`src/rtl/core/itad_pkg.sv`:
```
// Shared constants, types and helpers for the integer to ASCII digits unit.
// Used by every module in rtl/core; depends on nothing else.
`timescale 1ns / 1ps

package itad_pkg;

  localparam int VALUE_W    = 32;
  localparam int MAX_DIGITS = 32;
  localparam int CNT_W      = $clog2(VALUE_W);
  localparam int IDX_W      = (MAX_DIGITS > 1) ? $clog2(MAX_DIGITS) : 1;
  localparam int MODE_W     = 3;
  localparam int COUNT_W    = 6;
  localparam int CHAR_W     = 7;
  localparam int RADIX_W    = 5;
  localparam int DIGIT_W    = 4;

  // Mode codes.
  localparam logic [MODE_W-1:0] MODE_BIN  = 3'd0;
  localparam logic [MODE_W-1:0] MODE_OCT  = 3'd1;
  localparam logic [MODE_W-1:0] MODE_DEC  = 3'd2;
  localparam logic [MODE_W-1:0] MODE_HEX  = 3'd3;
  localparam logic [MODE_W-1:0] MODE_SDEC = 3'd4;

  // Register indexes on the configuration port.
  localparam logic REG_MODE  = 1'b0;
  localparam logic REG_COUNT = 1'b1;

  localparam logic [MODE_W-1:0]  MODE_RESET  = MODE_DEC;
  localparam logic [COUNT_W-1:0] COUNT_RESET = 6'd6;

  localparam logic [CHAR_W-1:0] CHAR_ZERO   = 7'd48;
  localparam logic [CHAR_W-1:0] CHAR_LETTER = 7'd55;
  localparam logic [CHAR_W-1:0] CHAR_PLUS   = 7'h2B;
  localparam logic [CHAR_W-1:0] CHAR_MINUS  = 7'h2D;
  localparam logic [DIGIT_W-1:0] DIGIT_NINE = 4'd9;

  typedef logic [MAX_DIGITS-1:0][DIGIT_W-1:0] digit_row_t;

  // Per-value job information handed from the converter to the emitter.
  typedef struct packed {
    logic             signed_mode;
    logic             negative;
    logic [IDX_W-1:0] last_idx;
  } job_t;

  function automatic logic [RADIX_W-1:0] mode_radix(input logic [MODE_W-1:0] m);
    logic [RADIX_W-1:0] r;
    case (m)
      MODE_BIN:  r = 5'd2;
      MODE_OCT:  r = 5'd8;
      MODE_HEX:  r = 5'd16;
      default:   r = 5'd10;
    endcase
    return r;
  endfunction

  function automatic logic mode_valid(input logic [MODE_W-1:0] m);
    return (m == MODE_BIN) || (m == MODE_OCT) || (m == MODE_DEC) ||
           (m == MODE_HEX) || (m == MODE_SDEC);
  endfunction

  function automatic logic [CHAR_W-1:0] digit_char(input logic [DIGIT_W-1:0] d);
    logic [CHAR_W-1:0] c;
    if (d > DIGIT_NINE) begin
      c = CHAR_LETTER + CHAR_W'(d);
    end else begin
      c = CHAR_ZERO + CHAR_W'(d);
    end
    return c;
  endfunction

endpackage

```
`src/rtl/core/integer_to_ascii_digits_unit.sv`:
```
// Top level of the integer to ASCII digits unit: configuration registers,
// converter chain and character emitter. Uses itad_pkg, itad_conv, itad_emit.
//
//   Channel   Signals                          Transfer
//   input     start, busy, value               edge with start high, busy low
//   result    strobe, ascii_char, last         every edge with strobe high
//   config    cfg_write, cfg_index, cfg_data   every edge with cfg_write high
//
// A value shifts through the digit cell chain, then hands its digits to the
// emitter; a new value may start with that hand-over. Characters leave one
// per cycle (digit_count, at least one and at most 32, plus one for the sign
// in signed decimal); the longest text of 33 characters just fits behind the
// next conversion. The first character is on the ports after the shift, the
// hand-over and the output register. Reset is synchronous and restores mode 2
// and a digit count of 6. The receiver cannot stall the result stream.
`timescale 1ns / 1ps

module integer_to_ascii_digits_unit (
  input  logic                              clk,
  input  logic                              rst,
  input  logic                              start,
  output logic                              busy,
  input  logic signed [itad_pkg::VALUE_W-1:0] value,
  output logic                              strobe,
  output logic [itad_pkg::CHAR_W-1:0]       ascii_char,
  output logic                              last,
  input  logic                              cfg_write,
  input  logic                              cfg_index,
  input  logic [itad_pkg::COUNT_W-1:0]      cfg_data
);

  logic [itad_pkg::MODE_W-1:0]   mode;
  logic [itad_pkg::COUNT_W-1:0]  digit_count;
  logic                          take;
  logic                          done;
  itad_pkg::job_t                job;
  itad_pkg::digit_row_t          digits;

  always_ff @(posedge clk) begin
    if (rst) begin
      mode        <= itad_pkg::MODE_RESET;
      digit_count <= itad_pkg::COUNT_RESET;
    end else if (cfg_write) begin
      case (cfg_index)
        itad_pkg::REG_MODE:  mode        <= cfg_data[itad_pkg::MODE_W-1:0];
        itad_pkg::REG_COUNT: digit_count <= cfg_data;
        default: ;
      endcase
    end
  end

  itad_conv u_conv (
    .clk         (clk),
    .rst         (rst),
    .start       (start),
    .value       (value),
    .mode        (mode),
    .digit_count (digit_count),
    .take        (take),
    .busy        (busy),
    .done        (done),
    .job         (job),
    .digits      (digits)
  );

  itad_emit u_emit (
    .clk        (clk),
    .rst        (rst),
    .done       (done),
    .job        (job),
    .digits     (digits),
    .take       (take),
    .strobe     (strobe),
    .ascii_char (ascii_char),
    .last       (last)
  );

endmodule

```
`src/rtl/core/itad_cell.sv`:
```
// One digit cell of the converter chain: doubles its digit and adds the bit
// from its lower neighbor each shift, passing the overflow upward. Uses itad_pkg.
`timescale 1ns / 1ps

module itad_cell (
  input  logic                          clk,
  input  logic                          clear,
  input  logic                          shift,
  input  logic                          carry_in,
  input  logic [itad_pkg::RADIX_W-1:0]  radix,
  output logic                          carry_out,
  output logic [itad_pkg::DIGIT_W-1:0]  digit
);

  logic [itad_pkg::RADIX_W-1:0] twice;
  logic [itad_pkg::RADIX_W-1:0] sum;
  logic [itad_pkg::DIGIT_W-1:0] digit_next;

  // The radix is even, so the overflow depends only on this cell's digit and
  // the carries never ripple along the chain.
  assign twice     = {digit, 1'b0};
  assign sum       = {digit, carry_in};
  assign carry_out = (twice >= radix);

  always_comb begin
    if (carry_out) begin
      digit_next = itad_pkg::DIGIT_W'(sum - radix);
    end else begin
      digit_next = itad_pkg::DIGIT_W'(sum);
    end
  end

  always_ff @(posedge clk) begin
    if (clear) begin
      digit <= '0;
    end else if (shift) begin
      digit <= digit_next;
    end
  end

endmodule

```
`src/rtl/core/itad_conv.sv`:
```
// Converter: shifts the value into a chain of itad_cell digit cells, one bit
// per cycle, most significant bit first. Uses itad_pkg and itad_cell.
`timescale 1ns / 1ps

module itad_conv (
  input  logic                              clk,
  input  logic                              rst,
  input  logic                              start,
  input  logic [itad_pkg::VALUE_W-1:0]      value,
  input  logic [itad_pkg::MODE_W-1:0]       mode,
  input  logic [itad_pkg::COUNT_W-1:0]      digit_count,
  input  logic                              take,
  output logic                              busy,
  output logic                              done,
  output itad_pkg::job_t                    job,
  output itad_pkg::digit_row_t              digits
);

  logic                             active;
  logic [itad_pkg::CNT_W-1:0]       cnt;
  logic [itad_pkg::VALUE_W-1:0]     sreg;
  logic [itad_pkg::RADIX_W-1:0]     radix;
  logic                             go;
  logic                             negative;
  logic [itad_pkg::VALUE_W-1:0]     magnitude;
  logic [itad_pkg::IDX_W-1:0]       last_idx;
  logic [itad_pkg::MAX_DIGITS:0]    carry;

  // The emitter may pick up the finished digits in the same cycle that a new
  // value starts; the cells still hold the old digits at that edge.
  assign busy = active | (done & ~take);
  assign go   = start & ~busy & itad_pkg::mode_valid(mode);

  assign negative  = (mode == itad_pkg::MODE_SDEC) & value[itad_pkg::VALUE_W-1];
  assign magnitude = negative ? (~value + itad_pkg::VALUE_W'(1)) : value;

  always_comb begin
    if (digit_count == '0) begin
      last_idx = '0;
    end else if (digit_count > itad_pkg::COUNT_W'(itad_pkg::MAX_DIGITS)) begin
      last_idx = itad_pkg::IDX_W'(itad_pkg::MAX_DIGITS - 1);
    end else begin
      last_idx = itad_pkg::IDX_W'(digit_count - itad_pkg::COUNT_W'(1));
    end
  end

  always_ff @(posedge clk) begin
    if (rst) begin
      active <= 1'b0;
      done   <= 1'b0;
      cnt    <= '0;
    end else begin
      if (take) begin
        done <= 1'b0;
      end
      if (go) begin
        active <= 1'b1;
        cnt    <= '0;
      end else if (active) begin
        cnt <= cnt + itad_pkg::CNT_W'(1);
        if (cnt == itad_pkg::CNT_W'(itad_pkg::VALUE_W - 1)) begin
          active <= 1'b0;
          done   <= 1'b1;
        end
      end
    end
  end

  always_ff @(posedge clk) begin
    if (go) begin
      sreg             <= magnitude;
      radix            <= itad_pkg::mode_radix(mode);
      job.signed_mode  <= (mode == itad_pkg::MODE_SDEC);
      job.negative     <= negative;
      job.last_idx     <= last_idx;
    end else if (active) begin
      sreg <= {sreg[itad_pkg::VALUE_W-2:0], 1'b0};
    end
  end

  assign carry[0] = sreg[itad_pkg::VALUE_W-1];

  for (genvar i = 0; i < itad_pkg::MAX_DIGITS; i++) begin : g_cell
    itad_cell u_cell (
      .clk       (clk),
      .clear     (go),
      .shift     (active),
      .carry_in  (carry[i]),
      .radix     (radix),
      .carry_out (carry[i+1]),
      .digit     (digits[i])
    );
  end

endmodule

```
`src/rtl/core/itad_emit.sv`:
```
// Emitter: holds one converted value and sends its sign and digits out one
// character per cycle, most significant first. Uses itad_pkg.
`timescale 1ns / 1ps

module itad_emit (
  input  logic                           clk,
  input  logic                           rst,
  input  logic                           done,
  input  itad_pkg::job_t                 job,
  input  itad_pkg::digit_row_t           digits,
  output logic                           take,
  output logic                           strobe,
  output logic [itad_pkg::CHAR_W-1:0]    ascii_char,
  output logic                           last
);

  logic                        active;
  logic                        sign_pend;
  logic                        negative;
  logic [itad_pkg::IDX_W-1:0]  idx;
  itad_pkg::digit_row_t        held;
  logic                        final_char;

  assign final_char = active & ~sign_pend & (idx == '0);
  assign take       = done & (~active | final_char);

  always_ff @(posedge clk) begin
    if (rst) begin
      active <= 1'b0;
      strobe <= 1'b0;
    end else begin
      strobe <= active;
      if (take) begin
        active <= 1'b1;
      end else if (final_char) begin
        active <= 1'b0;
      end
    end
  end

  always_ff @(posedge clk) begin
    if (active) begin
      if (sign_pend) begin
        ascii_char <= negative ? itad_pkg::CHAR_MINUS : itad_pkg::CHAR_PLUS;
        last       <= 1'b0;
      end else begin
        ascii_char <= itad_pkg::digit_char(held[idx]);
        last       <= (idx == '0);
      end
    end
    if (take) begin
      held      <= digits;
      idx       <= job.last_idx;
      sign_pend <= job.signed_mode;
      negative  <= job.negative;
    end else if (active) begin
      if (sign_pend) begin
        sign_pend <= 1'b0;
      end else if (idx != '0) begin
        idx <= idx - itad_pkg::IDX_W'(1);
      end
    end
  end

endmodule

```
`config.mk`:
```
export PLATFORM = sky130hd
export DESIGN_NAME = integer_to_ascii_digits_unit
export DESIGN_NICKNAME = d
export VERILOG_FILES = /design/src/rtl/core/itad_pkg.sv /design/src/rtl/core/integer_to_ascii_digits_unit.sv /design/src/rtl/core/itad_cell.sv /design/src/rtl/core/itad_conv.sv /design/src/rtl/core/itad_emit.sv
export SDC_FILE = /design/constraint.sdc
export NUM_CORES = 1
export LEC_CHECK = 0
export ABC_AREA = 1
export BUFFER_PORTS_ARGS = -buffer_cell sky130_fd_sc_hd__buf_2
export CAP_MARGIN = 20
export CORE_ASPECT_RATIO = 0.75
export CORE_MARGIN = 2
export CORE_UTILIZATION = 35
export DETAILED_ROUTE_END_ITERATION = 10
export PLACE_DENSITY = 0.55
export SKIP_CTS_REPAIR_TIMING = 1
export SLEW_MARGIN = 20
export SYNTH_ARGS = -nofsm -noshare
export SYNTH_HDL_FRONTEND = slang
export SYNTH_SLANG_ARGS = --single-unit
```
`constraint.sdc`:
```
create_clock -name clk -period 15.95 [get_ports clk]
set_input_delay 3.19 -clock clk [delete_from_list [all_inputs] [get_ports clk]]
set_output_delay 3.19 -clock clk [all_outputs]
set_load 0.005 [all_outputs]
```
==> reports/metrics.yaml <==
outcome:
  run_status: "finished, final reports clean"
logic_synthesis:
  netlist.top_cell.by_area: "edfxtp_1"
  yosys-top-cells-area: "edfxtp_1 33%, dfxtp_1 17%, nand2_1 11%"
  syn_area_sq_um: 16920
  synthArstFlopShare_pct: 0
  yosysWarningCount: 0
  synth.avg_cell_area_sq_um: 8.965
  synth.distinct_cells: 42
  ys_seq_area_share_pct: 50.12
  synth_cells: 1887
  synth-edff-count: 185
  ys.flop_type: "edfxtp_1"
  synth_top_area_share_pct: 32.84
  synth_nets: 2066
  ys_seq_elements: 331
floorplan:
  dieArea_sq_um: 50120
  die_h_microns: 194.4
  dieWidth_microns: 257.9
  io_pins: 53
  core_sq_um: 47570
  start_util_pct: 35.56
  num_rows: 69
grt:
  grt_pass1_vias: 12220
  track_usage_pct: 16.27
  grt_pass1_wl_mm: 65.79
  grt_max_degree: 80
  gr-total-overflow: 0
  grt_antenna_before_repair: 0
finish:
  drive_above_1_share_pct: 7.354
  fin_area_sq_um: 18960
  layout.nets: 2111
  n_antenna_cell: 0
  final_cells: 2597
  area_delta_synth_final_pct: 12.09
timing:
  timing.final.crit_period_ns: 6.228
  rsz0062_at_grt: "false"
  tightest_slew_ns: 1.041
  skew_ns: 0.01767
  fin_crit_sh_pct: 39.04
  maxSlewHeadroom_pct: 30.59
  timing.final.ws_setup_ns: 9.722
  finalSetupTns_ns: 0
  clock.fmax_mhz: 160.6
  setup_viol: 0
  finalHoldViolations: 0
  maxSlewViolCount: 0
setup_path:
  path_class: "reg -> out"
  reg2reg_to: "u_conv.g_cell[5].u_cell.digit[0]"
  crit_arrival_ns: 3.04
  rrSetupSlack_ns: 11.44
  worstSetupStartpointType: "flip-flop"
  regToRegStartpoint: "u_emit.idx[0]"
  cp_slowest_stage_delay_ns: 0.60
  critical_path.max_fanout: 67
  worstPathCellList: "buf_4 > inv_2 > buf_4 > ha_1 > nand2_1 > nor2_1 > inv_2 > nor2_2 > nor2_4 > nand2_2 > nand2_1 > buf_2"
  rr_worst_depth: 16
  cp_slowest_cell: "buf_4"
  required_ns: 12.76
  end_kind: "output pin"
route:
  firstDrtPassIters: 5
  antenna_left: 0
  drt-initial-drc-count: 991
  vias_per_cell: 4.993
  wl_mm: 41.27
  drc: 0
  vias: 12970
  wire_per_inst_microns: 15.89
min_path:
  worstHoldEndpoint: "u_emit.negative"
  min_path_type: "reg -> reg"
  hold_depth: 0
  hold_path_startpoint: "u_conv.job[5]"
flow_run:
  drv_cap: 0
place:
  io_buffers: 52
  dp_slack_ns: 10.18
  gp_congestion: 0.8697
  dpl_cell_area_sq_um: 17810
  dp_cells: 2534
  dp_hpwl_mm: 26.84
pwr:
  irDropWorstVdd_mv: 0.06677
  power.leakage_uw: 0.008004
  p_per_area_nw_per_um2: 149.7
clock_tree:
  clk_pin_slew_ns: 0.06
  clk_latency_ns: 0.52
  cts_tree: "yes"
  cts_max_level: 2
  clkSinkCount: 331
  clockRootBuffer: "clkbuf_16"
  cts-buffers-inserted: 35
  clk_path_buf_depth: 3
## layout make-up
cell class                 count  area [sq um]
fill                        4663         28610
timing repair buffer          66         365.4
clock buffer                  45         996.0
inverter                     194         728.2
clock inverter                18         160.2
multi-input combinational   1304          7433
tap                          639         799.5
sequential                   331          8479
## cell usage in the layout (no fill, tap or decap), drive strengths merged
master,netlist,routed
bufinv,0,3
dfxtp,146,146
ha,136,136
a2bb2oi,1,1
inv,192,193
a22oi,17,17
nand4,37,37
nand3b,2,2
or2,10,10
nand2,521,521
buf,41,66
clkinv,2,16
xor2,40,40
o21ai,128,128
nor3b,1,1
a31oi,1,1
edfxtp,185,185
nor3,11,11
nor4,1,1
o221ai,15,15
nand3,100,100
o21a,14,14
nor2,95,95
o211ai,51,51
o31ai,3,3
and3,1,1
clkbuf,17,45
a211oi,17,17
xnor2,17,17
a21oi,85,85
## synthesized netlist by cell type (2+ instances only)
cell,instances
a211oi_1,17
a21oi_1,85
a22oi_1,17
buf_1,6
buf_2,31
buf_6,3
clkbuf_1,16
clkinv_1,2
dfxtp_1,146
edfxtp_1,185
ha_1,136
inv_1,187
inv_2,5
nand2_1,518
nand2_2,2
nand3_1,98
nand3b_1,2
nand4_1,37
nor2_1,91
nor2_2,2
nor2_4,2
nor3_1,11
o211ai_1,51
o21a_1,14
o21ai_0,119
o21ai_1,9
o221ai_1,15
o31ai_1,3
or2_0,2
or2_2,8
xnor2_1,17
xor2_1,40
## cell families (layout without fill, tap and decap cells)
| family | count (synthesis) | in the layout | share of synthesized area [%] |
|---|---|---|---|
| AND/OR/NAND/NOR | 779 | 779 | 19.19 |
| AO/OA/AOI/OAI | 332 | 332 | 11.69 |
| flip-flops | 331 | 331 | 50.12 |
| buffers and inverters | 252 | 323 | 5.984 |
| adder cells (fa/ha/maj) | 136 | 136 | 10.06 |
| XOR/XNOR | 57 | 57 | 2.951 |
## worst max-delay path: cells and delay by family (launching register included)
family	cells	cell delay (ns)
and+or+nand+nor	6	0.58
buffers and inverters	5	1.27
adders and majority gates	1	0.26
DFF	1	0.36
## report_power, final
| group | internal (uW) | total (uW) | switching (uW) |
|---|---|---|---|
| Clock | 489 | 827 | 337 |
| Sequential | 1100 | 1230 | 130 |
| Combinational | 317 | 786 | 469 |
| Total | 1900 | 2840 | 936 |
## stage by stage
stage / total power (uW) / hold WS, ns / utilization [%]
finish: 2839 / 0.4402 / 39.86
detailed placement: 2024 / 0.4417 / 37.43
global route: 3036 / 0.4626 / 39.86
floorplan: 1819 / 0.4003 / -
CTS: 2860 / 0.4499 / 39.86
global placement: 1981 / 0.4345 / 37.43
## routing by layer
layer	vias up	part of all wire, %	track usage, %
met5	-	0	0
met4	0	1.6	3.554
met3	61	4.5	2.634
met2	229	42	24.41
met1	6116	52	24.47
li1	6560	-	-
## sequential cells by signal, summed over array words and instances (netlist names), 5 cells and up
name and count:
u_emit.idx 5, u_conv.job 7, u_conv.cnt 5, u_emit.held 128, u_conv.g_cell.u_cell.digit 128, digit_count 6, u_conv.sreg 32, u_emit.ascii_char 7
## worst max path at each step
| stage | from | endpoint | slack (ns) |
|---|---|---|---|
| floorplan | u_emit.idx[1] | u_emit.idx[0] | 10.11 |
| global placement | start | u_conv.g_cell[13].u_cell.digit[0] | 10.20 |
| detailed placement | start | u_conv.g_cell[14].u_cell.digit[2] | 10.18 |
| CTS | u_emit.idx[0] | busy | 9.69 |
| global route | u_emit.idx[0] | busy | 9.50 |
| finish | u_emit.idx[0] | busy | 9.72 |
Power figures use the tool's default switching activity.
